==> src/design/etok_pkg.sv <==
// Shared types, codes and character classes for the expression tokenizer.
// No dependencies; imported by every module of the block.
`timescale 1ns / 1ps

package etok_pkg;

    localparam int POS_W   = 16;
    localparam int LEN_W   = 8;
    localparam int KIND_W  = 4;
    localparam int CHAR_W  = 8;
    localparam int WORD_W  = 32;

    localparam logic [LEN_W-1:0] MAX_TOKEN_LENGTH = 8'd255;
    localparam logic [POS_W-1:0] MAX_POSITION     = 16'hFFFF;

    // result queue
    localparam int QUEUE_DEPTH = 4;
    localparam int QPTR_W      = $clog2(QUEUE_DEPTH);
    localparam int QCNT_W      = $clog2(QUEUE_DEPTH + 1);

    // scanner modes
    localparam logic [1:0] MODE_IDLE   = 2'd0;
    localparam logic [1:0] MODE_NUMBER = 2'd1;
    localparam logic [1:0] MODE_IDENT  = 2'd2;
    localparam logic [1:0] MODE_ERROR  = 2'd3;

    // token kinds
    localparam logic [KIND_W-1:0] KIND_NUMBER = 4'd0;
    localparam logic [KIND_W-1:0] KIND_IDENT  = 4'd1;
    localparam logic [KIND_W-1:0] KIND_EQUALS = 4'd2;
    localparam logic [KIND_W-1:0] KIND_LPAREN = 4'd3;
    localparam logic [KIND_W-1:0] KIND_RPAREN = 4'd4;
    localparam logic [KIND_W-1:0] KIND_BINOP  = 4'd5;
    localparam logic [KIND_W-1:0] KIND_LET    = 4'd6;
    localparam logic [KIND_W-1:0] KIND_NULL   = 4'd7;
    localparam logic [KIND_W-1:0] KIND_EOF    = 4'd8;
    localparam logic [KIND_W-1:0] KIND_ERROR  = 4'd9;

    localparam logic [WORD_W-1:0] WORD_LET  = 32'h006C_6574;
    localparam logic [WORD_W-1:0] WORD_NULL = 32'h6E75_6C6C;

    localparam logic [CHAR_W-1:0] CH_SPACE  = 8'h20;
    localparam logic [CHAR_W-1:0] CH_LF     = 8'h0A;
    localparam logic [CHAR_W-1:0] CH_TAB    = 8'h09;
    localparam logic [CHAR_W-1:0] CH_LPAREN = 8'h28;
    localparam logic [CHAR_W-1:0] CH_RPAREN = 8'h29;
    localparam logic [CHAR_W-1:0] CH_EQUALS = 8'h3D;
    localparam logic [CHAR_W-1:0] CH_PLUS   = 8'h2B;
    localparam logic [CHAR_W-1:0] CH_MINUS  = 8'h2D;
    localparam logic [CHAR_W-1:0] CH_STAR   = 8'h2A;
    localparam logic [CHAR_W-1:0] CH_SLASH  = 8'h2F;
    localparam logic [CHAR_W-1:0] CH_PCT    = 8'h25;

    typedef struct packed {
        logic [CHAR_W-1:0] char_code;
        logic              end_of_source;
    } t_in_item;

    typedef struct packed {
        logic [KIND_W-1:0] token_kind;
        logic [POS_W-1:0]  token_start;
        logic [LEN_W-1:0]  token_length;
        logic [CHAR_W-1:0] operator_char;
        logic              last_result;
    } t_result;

    // up to two results produced by one item
    typedef struct packed {
        logic [1:0] cnt;
        t_result    r0;
        t_result    r1;
    } t_push;

    function automatic logic is_digit(input logic [CHAR_W-1:0] c);
        return (c >= 8'h30) && (c <= 8'h39);
    endfunction

    function automatic logic is_letter(input logic [CHAR_W-1:0] c);
        return ((c >= 8'h41) && (c <= 8'h5A)) || ((c >= 8'h61) && (c <= 8'h7A));
    endfunction

endpackage

==> src/design/etok_scan.sv <==
// Scanner: classifies the registered byte, keeps the open token and position,
// and produces up to two results per item. Depends on etok_pkg.
`timescale 1ns / 1ps

module etok_scan (
    input  logic              i_clk,
    input  logic              i_rst_n,
    input  logic              i_take,
    input  etok_pkg::t_in_item i_item,
    output etok_pkg::t_push   o_push
);
    import etok_pkg::*;

    logic [1:0]        r_mode,      n_mode;
    logic [POS_W-1:0]  r_tok_start, n_tok_start;
    logic [LEN_W-1:0]  r_tok_len,   n_tok_len;
    logic [WORD_W-1:0] r_prefix,    n_prefix;
    logic [POS_W-1:0]  r_pos,       n_pos;

    always_comb begin
        logic [CHAR_W-1:0] c;
        logic              emit_flush;
        logic              second_v;
        logic              cont;
        t_result           flush_res;
        t_result           second;

        c           = i_item.char_code;
        n_mode      = r_mode;
        n_tok_start = r_tok_start;
        n_tok_len   = r_tok_len;
        n_prefix    = r_prefix;
        n_pos       = r_pos;
        second_v    = 1'b0;
        second      = '0;
        emit_flush  = (r_mode == MODE_NUMBER) || (r_mode == MODE_IDENT);
        cont        = ((r_mode == MODE_NUMBER) && is_digit(c)) ||
                      ((r_mode == MODE_IDENT) && is_letter(c));

        flush_res              = '0;
        flush_res.token_start  = r_tok_start;
        flush_res.token_length = r_tok_len;
        if (r_mode == MODE_NUMBER) begin
            flush_res.token_kind = KIND_NUMBER;
        end else if ((r_tok_len == 8'd3) && (r_prefix == WORD_LET)) begin
            flush_res.token_kind = KIND_LET;
        end else if ((r_tok_len == 8'd4) && (r_prefix == WORD_NULL)) begin
            flush_res.token_kind = KIND_NULL;
        end else begin
            flush_res.token_kind = KIND_IDENT;
        end

        if (i_item.end_of_source) begin
            second_v           = 1'b1;
            second.token_kind  = KIND_EOF;
            second.token_start = r_pos;
            n_mode      = MODE_IDLE;
            n_tok_start = '0;
            n_tok_len   = '0;
            n_prefix    = '0;
            n_pos       = '0;
        end else if (r_mode == MODE_ERROR) begin
            emit_flush = 1'b0;
        end else begin
            n_pos = (r_pos == MAX_POSITION) ? '0 : r_pos + 1'b1;
            if (cont) begin
                emit_flush = 1'b0;
                if ((r_mode == MODE_IDENT) && (r_tok_len < 8'd4)) begin
                    n_prefix = {r_prefix[WORD_W-CHAR_W-1:0], c};
                end
                if (r_tok_len < MAX_TOKEN_LENGTH) begin
                    n_tok_len = r_tok_len + 1'b1;
                end
            end else begin
                n_mode              = MODE_IDLE;
                second.token_start  = r_pos;
                second.token_length = 8'd1;
                if ((c == CH_SPACE) || (c == CH_LF) || (c == CH_TAB)) begin
                    second_v = 1'b0;
                end else if (c == CH_LPAREN) begin
                    second_v             = 1'b1;
                    second.token_kind    = KIND_LPAREN;
                    second.operator_char = c;
                end else if (c == CH_RPAREN) begin
                    second_v             = 1'b1;
                    second.token_kind    = KIND_RPAREN;
                    second.operator_char = c;
                end else if (c == CH_EQUALS) begin
                    second_v             = 1'b1;
                    second.token_kind    = KIND_EQUALS;
                    second.operator_char = c;
                end else if (c inside {CH_PLUS, CH_MINUS, CH_STAR, CH_SLASH, CH_PCT}) begin
                    second_v             = 1'b1;
                    second.token_kind    = KIND_BINOP;
                    second.operator_char = c;
                end else if (is_digit(c) || is_letter(c)) begin
                    n_mode      = is_digit(c) ? MODE_NUMBER : MODE_IDENT;
                    n_tok_start = r_pos;
                    n_tok_len   = 8'd1;
                    n_prefix    = {{(WORD_W-CHAR_W){1'b0}}, c};
                end else begin
                    second_v          = 1'b1;
                    second.token_kind = KIND_ERROR;
                    n_mode            = MODE_ERROR;
                end
            end
        end

        // pack: open token first, then the byte's own result
        if (emit_flush) begin
            o_push.r0  = flush_res;
            o_push.r1  = second;
            o_push.cnt = second_v ? 2'd2 : 2'd1;
        end else begin
            o_push.r0  = second;
            o_push.r1  = second;
            o_push.cnt = {1'b0, second_v};
        end
        o_push.r0.last_result = (o_push.cnt == 2'd1);
        o_push.r1.last_result = 1'b1;
        if (!i_take) begin
            o_push.cnt = 2'd0;
        end
    end

    always_ff @(posedge i_clk) begin
        if (!i_rst_n) begin
            r_mode      <= MODE_IDLE;
            r_tok_start <= '0;
            r_tok_len   <= '0;
            r_prefix    <= '0;
            r_pos       <= '0;
        end else if (i_take) begin
            r_mode      <= n_mode;
            r_tok_start <= n_tok_start;
            r_tok_len   <= n_tok_len;
            r_prefix    <= n_prefix;
            r_pos       <= n_pos;
        end
    end

endmodule

==> src/design/etok_queue.sv <==
// Result queue: register file taking up to two results a cycle, one out unless i_stall holds it.
// Depends on etok_pkg.
`timescale 1ns / 1ps

module etok_queue (
    input  logic             i_clk,
    input  logic             i_rst_n,
    input  etok_pkg::t_push  i_push,
    output logic             o_room,
    output logic             o_valid,
    output etok_pkg::t_result o_item,
    input  logic             i_stall
);
    import etok_pkg::*;

    t_result           r_mem [QUEUE_DEPTH];
    logic [QPTR_W-1:0] r_wr, n_wr;
    logic [QPTR_W-1:0] r_rd, n_rd;
    logic [QCNT_W-1:0] r_cnt, n_cnt;
    logic              pop;

    assign o_valid = (r_cnt != '0);
    assign o_item  = r_mem[r_rd];
    assign o_room  = (r_cnt <= QCNT_W'(QUEUE_DEPTH - 2));
    assign pop     = o_valid && !i_stall;

    always_comb begin
        n_wr  = r_wr + QPTR_W'(i_push.cnt);
        n_rd  = pop ? r_rd + 1'b1 : r_rd;
        n_cnt = r_cnt + QCNT_W'(i_push.cnt) - QCNT_W'(pop);
    end

    always_ff @(posedge i_clk) begin
        if (i_push.cnt != 2'd0) begin
            r_mem[r_wr] <= i_push.r0;
        end
        if (i_push.cnt == 2'd2) begin
            r_mem[r_wr + 1'b1] <= i_push.r1;
        end
    end

    always_ff @(posedge i_clk) begin
        if (!i_rst_n) begin
            r_wr  <= '0;
            r_rd  <= '0;
            r_cnt <= '0;
        end else begin
            r_wr  <= n_wr;
            r_rd  <= n_rd;
            r_cnt <= n_cnt;
        end
    end

endmodule

==> src/design/expression_tokenizer.sv <==
// Top level of the expression tokenizer: input register, scanner, result queue.
// Depends on etok_pkg, etok_scan and etok_queue.
`timescale 1ns / 1ps
//
//  channel  | direction | handshake                       | payload
//  ---------+-----------+---------------------------------+---------------------
//  input    | in        | i_in_valid / o_in_stall         | i_in_item (t_in_item)
//  result   | out       | o_out_valid / i_out_stall       | o_out_item (t_result)
//
//  One byte is taken per cycle while the input is not stalled; a byte closing an open
//  token while giving a token of its own yields two results, which the output sends
//  on separate cycles. o_out_valid rises once a byte has passed the input register
//  and the scanner has written its results into the four-entry result queue.
//  Synchronous active-low reset empties the pipeline and returns scanning to idle.
//  Input stalls only while a registered byte waits for two free queue slots.

module expression_tokenizer (
    input  logic               i_clk,
    input  logic               i_rst_n,
    input  logic               i_in_valid,
    output logic               o_in_stall,
    input  etok_pkg::t_in_item i_in_item,
    output logic               o_out_valid,
    input  logic               i_out_stall,
    output etok_pkg::t_result  o_out_item
);
    import etok_pkg::*;

    logic     r_in_valid;
    t_in_item r_in_item;
    logic     room;
    logic     take;
    t_push    push;

    assign take       = r_in_valid && room;
    assign o_in_stall = r_in_valid && !room;

    always_ff @(posedge i_clk) begin
        if (!i_rst_n) begin
            r_in_valid <= 1'b0;
        end else if (i_in_valid && !o_in_stall) begin
            r_in_valid <= 1'b1;
        end else if (take) begin
            r_in_valid <= 1'b0;
        end
    end

    always_ff @(posedge i_clk) begin
        if (i_in_valid && !o_in_stall) begin
            r_in_item <= i_in_item;
        end
    end

    etok_scan u_scan (
        .i_clk   (i_clk),
        .i_rst_n (i_rst_n),
        .i_take  (take),
        .i_item  (r_in_item),
        .o_push  (push)
    );

    etok_queue u_queue (
        .i_clk   (i_clk),
        .i_rst_n (i_rst_n),
        .i_push  (push),
        .o_room  (room),
        .o_valid (o_out_valid),
        .o_item  (o_out_item),
        .i_stall (i_out_stall)
    );

endmodule
==> config.mk <==
export PLATFORM = sky130hd
export DESIGN_NAME = expression_tokenizer
export DESIGN_NICKNAME = d
export VERILOG_FILES = /design/src/design/etok_pkg.sv /design/src/design/etok_scan.sv /design/src/design/etok_queue.sv /design/src/design/expression_tokenizer.sv
export SDC_FILE = /design/constraint.sdc
export NUM_CORES = 1
export LEC_CHECK = 0
export ABC_AREA = 1
export BUFFER_PORTS_ARGS = -buffer_cell sky130_fd_sc_hd__buf_2
export CAP_MARGIN = 20
export CORE_MARGIN = 2
export CORE_UTILIZATION = 56
export CTS_CLUSTER_SIZE = 28
export DETAILED_ROUTE_END_ITERATION = 12
export HOLD_SLACK_MARGIN = 0.1
export PLACE_DENSITY_LB_ADDON = 0.08
export SLEW_MARGIN = 15
export SYNTH_ARGS = -nofsm -noshare
export SYNTH_HDL_FRONTEND = slang
export SYNTH_HIERARCHICAL = 1
export SYNTH_SLANG_ARGS = --single-unit
==> constraint.sdc <==
create_clock -name i_clk -period 5.5 [get_ports i_clk]
set_input_delay 0.825 -clock i_clk [delete_from_list [all_inputs] [get_ports i_clk]]
set_output_delay 0.825 -clock i_clk [all_outputs]
set_load 0.05 [all_outputs]
### Word-level counts from Yosys, hierarchy flattened

Memory sizes are Yosys's and may differ from the RTL's. A register that Yosys moved wholly into a read port is not among the register bits.
Cells that the tools add are included.

* flip-flop bits (word level): 91
* memory bits (writable): 148
* input port bits: 13
* output and inout port bits: 39
* memories: 1

* add/sub/neg operators: 7
* order comparisons: 9
* equality and inequality tests: 35
* muxes and demuxes: 83
* reduce and logical (&&, ||, !) cells: 32

Memory list
* u_queue.r_mem: words 4, width 37, read ports 1, clocked after Yosys merged registers in 1, write ports 2, line etok_queue.sv:16 `t_result r_mem [QUEUE_DEPTH];`

Operators with widths (number)
* $mux W32: 10
* $mux W16: 13
* $mux W8: 15
* $mux W76: 1
* $eq A8 B6 Y1 const B: 9
* $mux W36: 2
* $eq A32 B23 Y1 const B: 1
* $eq A32 B31 Y1 const B: 1
* $mux W4: 8
* $mux W2: 14
* $reduce_and A9 Y1: 3
* $mux W20: 1
* $mux W1: 18
* $add A16 B1 Y16 const B: 1
* $eq A16 B16 Y1 const B: 1
* $eq A8 B4 Y1 const B: 2
* $ge A8 B7 Y1 const B: 2
* $le A8 B7 Y1 const B: 2
* $ne A3 B2 Y1 const B: 5
* $ne A2 B2 Y1 const B: 7
* $logic_and A1 B1 Y1: 12
* $add A8 B1 Y8 const B: 1
* $eq A8 B2 Y1 const B: 1
* $eq A8 B3 Y1 const B: 1
* 20 further kinds: 35

### Longest topological paths before layout

* word-level depth: 19
* gate-level depth with buffers: 20
* depth with buffers taken out: 18

### Hierarchy

Netlist, hierarchy kept.

Modules (own cells, without submodules)
* etok_queue: instances 1, cells each 791, area each 7890.1 um^2, sequential area each 4624.4 um^2
* etok_scan: instances 1, cells each 818, area each 4872.2 um^2, sequential area each 1481.4 um^2
* expression_tokenizer: instances 1, cells each 19, area each 330.3 um^2, sequential area each 290.3 um^2

### Worst setup path before layout

Ideal clock, no wire load.

* kind: register -> register
* start: register r_in_item[3] (netlist bit)
* end: memory u_queue/r_mem[0][0] (netlist bit) (enable)
* library setup time: 487 ps
* data arrival time: 4796 ps
* setup slack: 217 ps
* cell stages (with the launch flop): 15
* period minus slack after synthesis: 5283 ps
* cells stage by stage: edfxtp_1 -> nor2_2 -> nor2_2 -> inv_2 -> nand3_2 -> nand3_2 -> nand2_2 -> buf_6 -> nand2_4 -> inv_2 -> ha_1 -> nand2_1 -> inv_1 -> nor2_1 -> o31ai_1

RTL lines
* start, declared: line expression_tokenizer.sv:30 `t_in_item r_in_item;`
* start signal, assigned: line expression_tokenizer.sv:50 `r_in_item <= i_in_item;`
* end, declared: line etok_queue.sv:16

==> results.json <==
{
  "status": "finished, final reports clean",
  "rr_endpoint": "u_queue/r_mem[3][34]",
  "place_congestion": 0.8766,
  "synth_xor_xnor_area_share": 0.003345,
  "r2r_cells": 15,
  "peakVddDrop_mv": 0.2496,
  "drc_errors": 0,
  "synth_top_family_by_area": "simple AND/OR/NAND/NOR gates",
  "skew_ps": 17.42,
  "drv_slew": 0,
  "grt.total_usage": 0.2482,
  "synth_adder_area_share": 0.01204,
  "hpwlAfterDp_mm": 18.98,
  "fill_cells": 2067,
  "post-cts-setup-buffers": 0,
  "end_kind": "register",
  "r2r_slack_ps": 1630,
  "period_minus_slack_ps": 3868,
  "layout_commonest_cell": "nand2_1",
  "start_util": 0.5748,
  "fp.dieW_um": 156.9,
  "grt_first_pass_wirelength_mm": 49.05,
  "ys_dominant_reg_cell": "edfxtp_1",
  "p_leak_nw": 5.413,
  "routed_wl_mm": 29.94,
  "setup_viol": 0,
  "place_ws_ps": 1652,
  "endpoint": "u_queue/r_mem[3][34]",
  "r2r_start": "r_in_item[3]",
  "yosys.area_share.simple": 0.2382,
  "cts.reportedPaths.clkPinSlew_ps": 60,
  "synth_edf_count": 157,
  "tightest_slew_ps": 858.7,
  "design.core.area_um2": 22780,
  "synth_cell_types": 39,
  "fmax_ghz": 0.2585,
  "dieArea_um2": 24620,
  "setup-tns-final_ps": 0,
  "fin_crit_sh": 0.7033,
  "critPathRequiredTime_ps": 5750,
  "ys_async_sr_fraction": 0,
  "hold_class": "in2reg",
  "clk_path_buf_depth": 3,
  "cts.repair.resized": 0,
  "antenna_cells": 0,
  "stdcell_count": 1967,
  "placed_cells": 1917,
  "clock-root-buffer": "clkbuf_16",
  "synth_compound_area_frac": 0.1520,
  "rsz0062_at_grt": "false",
  "cp_max_fo": 74,
  "drtAntennaViolNets": 0,
  "max_cap_violations": 0,
  "io_pins": 52,
  "slew_headroom": 0.4276,
  "yosys_warnings": 6,
  "grt_antenna_before_repair": 0,
  "grt_max_degree": 75,
  "cp.arrival_ps": 4120,
  "wire_per_inst_um": 15.22,
  "synth_seq_cells": 241,
  "crit_type": "reg2reg",
  "vias_per_cell": 5.286,
  "vias": 10400,
  "avgSynthCellArea_um2": 8.042,
  "postCtsHoldBufs": 0,
  "setup_slack_ps": 1632,
  "finalHoldViolations": 0,
  "die_h_um": 156.9,
  "crit_path_start_kind": "register",
  "startpoint": "r_in_item[3]",
  "synth_area_um2": 13090,
  "h-tree-depth": 1,
  "io_buffers": 51,
  "nets": 1658,
  "yosys-mux-area-fraction": 0,
  "grt_pass1_vias": 9694,
  "yosysSeqAreaShare": 0.4885,
  "tritoncts": "yes",
  "drive_above_1_share": 0.1312,
  "powerDensity_nw_per_um2": 428.0,
  "cts_buffers": 27,
  "synthToLayoutAreaGrowth_pct": 8.152,
  "grt_overflow_total": 0,
  "worstSkewPairLatency_ps": 550,
  "cts_sinks": 241,
  "drtPass1Iterations": 5,
  "drt_iter0_drc": 878,
  "row_count": 55,
  "syn_inst": 1628,
  "layout_common_cells": "nand2_1, nor2_1, o21ai_0"
}
## stage by stage
step                utilization  area, um^2  hold slack (ps)  total power [mW]
floorplan                     -       13130            446.0             3.861
global placement         0.5820       13260            465.0             4.245
detailed placement       0.5820       13260            474.1             4.279
CTS                      0.6216       14160            439.7             6.101
global route             0.6216       14160            446.8             6.382
finish                   0.6216       14160            460.7             6.060
## worst min path at each step
stage | startpoint | to | slack (ps) | cells after the start
2_1_floorplan | u_scan/r_prefix[7] | u_scan/r_prefix[7] | 450 | 2
3_3_place_gp | u_queue/r_rd[0] | u_queue/r_rd[0] | 470 | 2
3_5_place_dp | u_scan/r_prefix[7] | u_scan/r_prefix[7] | 470 | 2
4_1_cts | i_in_item[2] | r_in_item[2] | 440 | 1
5_1_grt | i_in_item[2] | r_in_item[2] | 450 | 1
6_report | i_in_item[2] | r_in_item[2] | 460 | 1
## metal layers
| metal | GRT usage | part of all wire |
|---|---|---|
| met2 | 0.4146 | 0.46 |
| met3 | 0.02919 | 0.056 |
| met4 | 0.05374 | 0.015 |
| met5 | 0 | 0 |
| met1 | 0.3498 | 0.47 |
## flip-flops by register name (all words and copies together) (netlist names), named ones only
| name | cells |
|---|---|
| u_scan/r_prefix | 32 |
| u_queue/r_mem | 148 |
| u_queue/r_wr | 2 |
| r_in_valid | 1 |
| u_scan/r_pos | 16 |
| u_scan/r_tok_len | 8 |
| u_scan/r_mode | 2 |
| u_scan/r_tok_start | 16 |
| r_in_item | 9 |
| u_queue/r_cnt | 3 |
| u_queue/r_rd | 2 |
## final cells by class
| class | instances | area [um^2] | share of cell area |
|---|---|---|---|
| Clock buffer | 33 | 728.2 | 0.05143 |
| Inverter | 185 | 696.9 | 0.04922 |
| Sequential cell | 241 | 6397 | 0.4518 |
| Clock inverter | 17 | 173.9 | 0.01228 |
| Tap cell | 313 | 391.6 | 0.02766 |
| Timing Repair Buffer | 65 | 360.3 | 0.02545 |
| Multi-Input combinational cell | 1113 | 5411 | 0.3822 |
## critical path: stages, from the launching register on
cell and delay [ps]:
edfxtp_1 470, nor2_2 220, nor2_2 50, inv_2 70, nand3_2 120, nand3_2 130
nand2_2 260, nand2_4 330, inv_2 130, ha_1 400, nand2_1 70, inv_1 230
nor2_8 80, nand3_2 100, buf_4 690, o21ai_0 210
## cells in the mapped netlist, types with 3 or more instances
cell	number	share of area
nand2_1	329	0.094
nor2_1	280	0.080
o21ai_0	186	0.071
inv_1	169	0.048
edfxtp_1	157	0.36
dfxtp_1	84	0.13
o21ai_2	50	0.033
a21oi_1	37	0.014
o22ai_1	37	0.018
nand3_1	31	0.012
buf_6	29	0.025
o21ai_1	29	0.011
nand4_1	28	0.013
clkbuf_1	27	0.0077
nor3_1	27	0.010
buf_2	18	0.0069
buf_4	17	0.0097
nand2_2	17	0.0081
inv_2	15	0.0043
ha_1	11	0.011
nand3_2	8	0.0061
o31ai_1	6	0.0034
xor2_1	5	0.0033
buf_1	4	0.0011
clkbuf_2	4	0.0015
nor2_2	4	0.0019
nand3_4	3	0.0040
## cells by family after synthesis
kind of cell | after synthesis
XOR/XNOR | 5
other | 2
adder cells (fa/ha/maj) | 12
AND/OR/NAND/NOR | 737
AO/OA/AOI/OAI | 347
buffers and inverters | 284
flip-flops | 241
## power by group
group	total, mW	internal, mW	switching (mW)
clock network	1.82	1.09	0.733
logic	1.95	0.467	1.48
registers	2.29	2.19	0.101
Note: power is estimated with default switching activity, not from simulation.
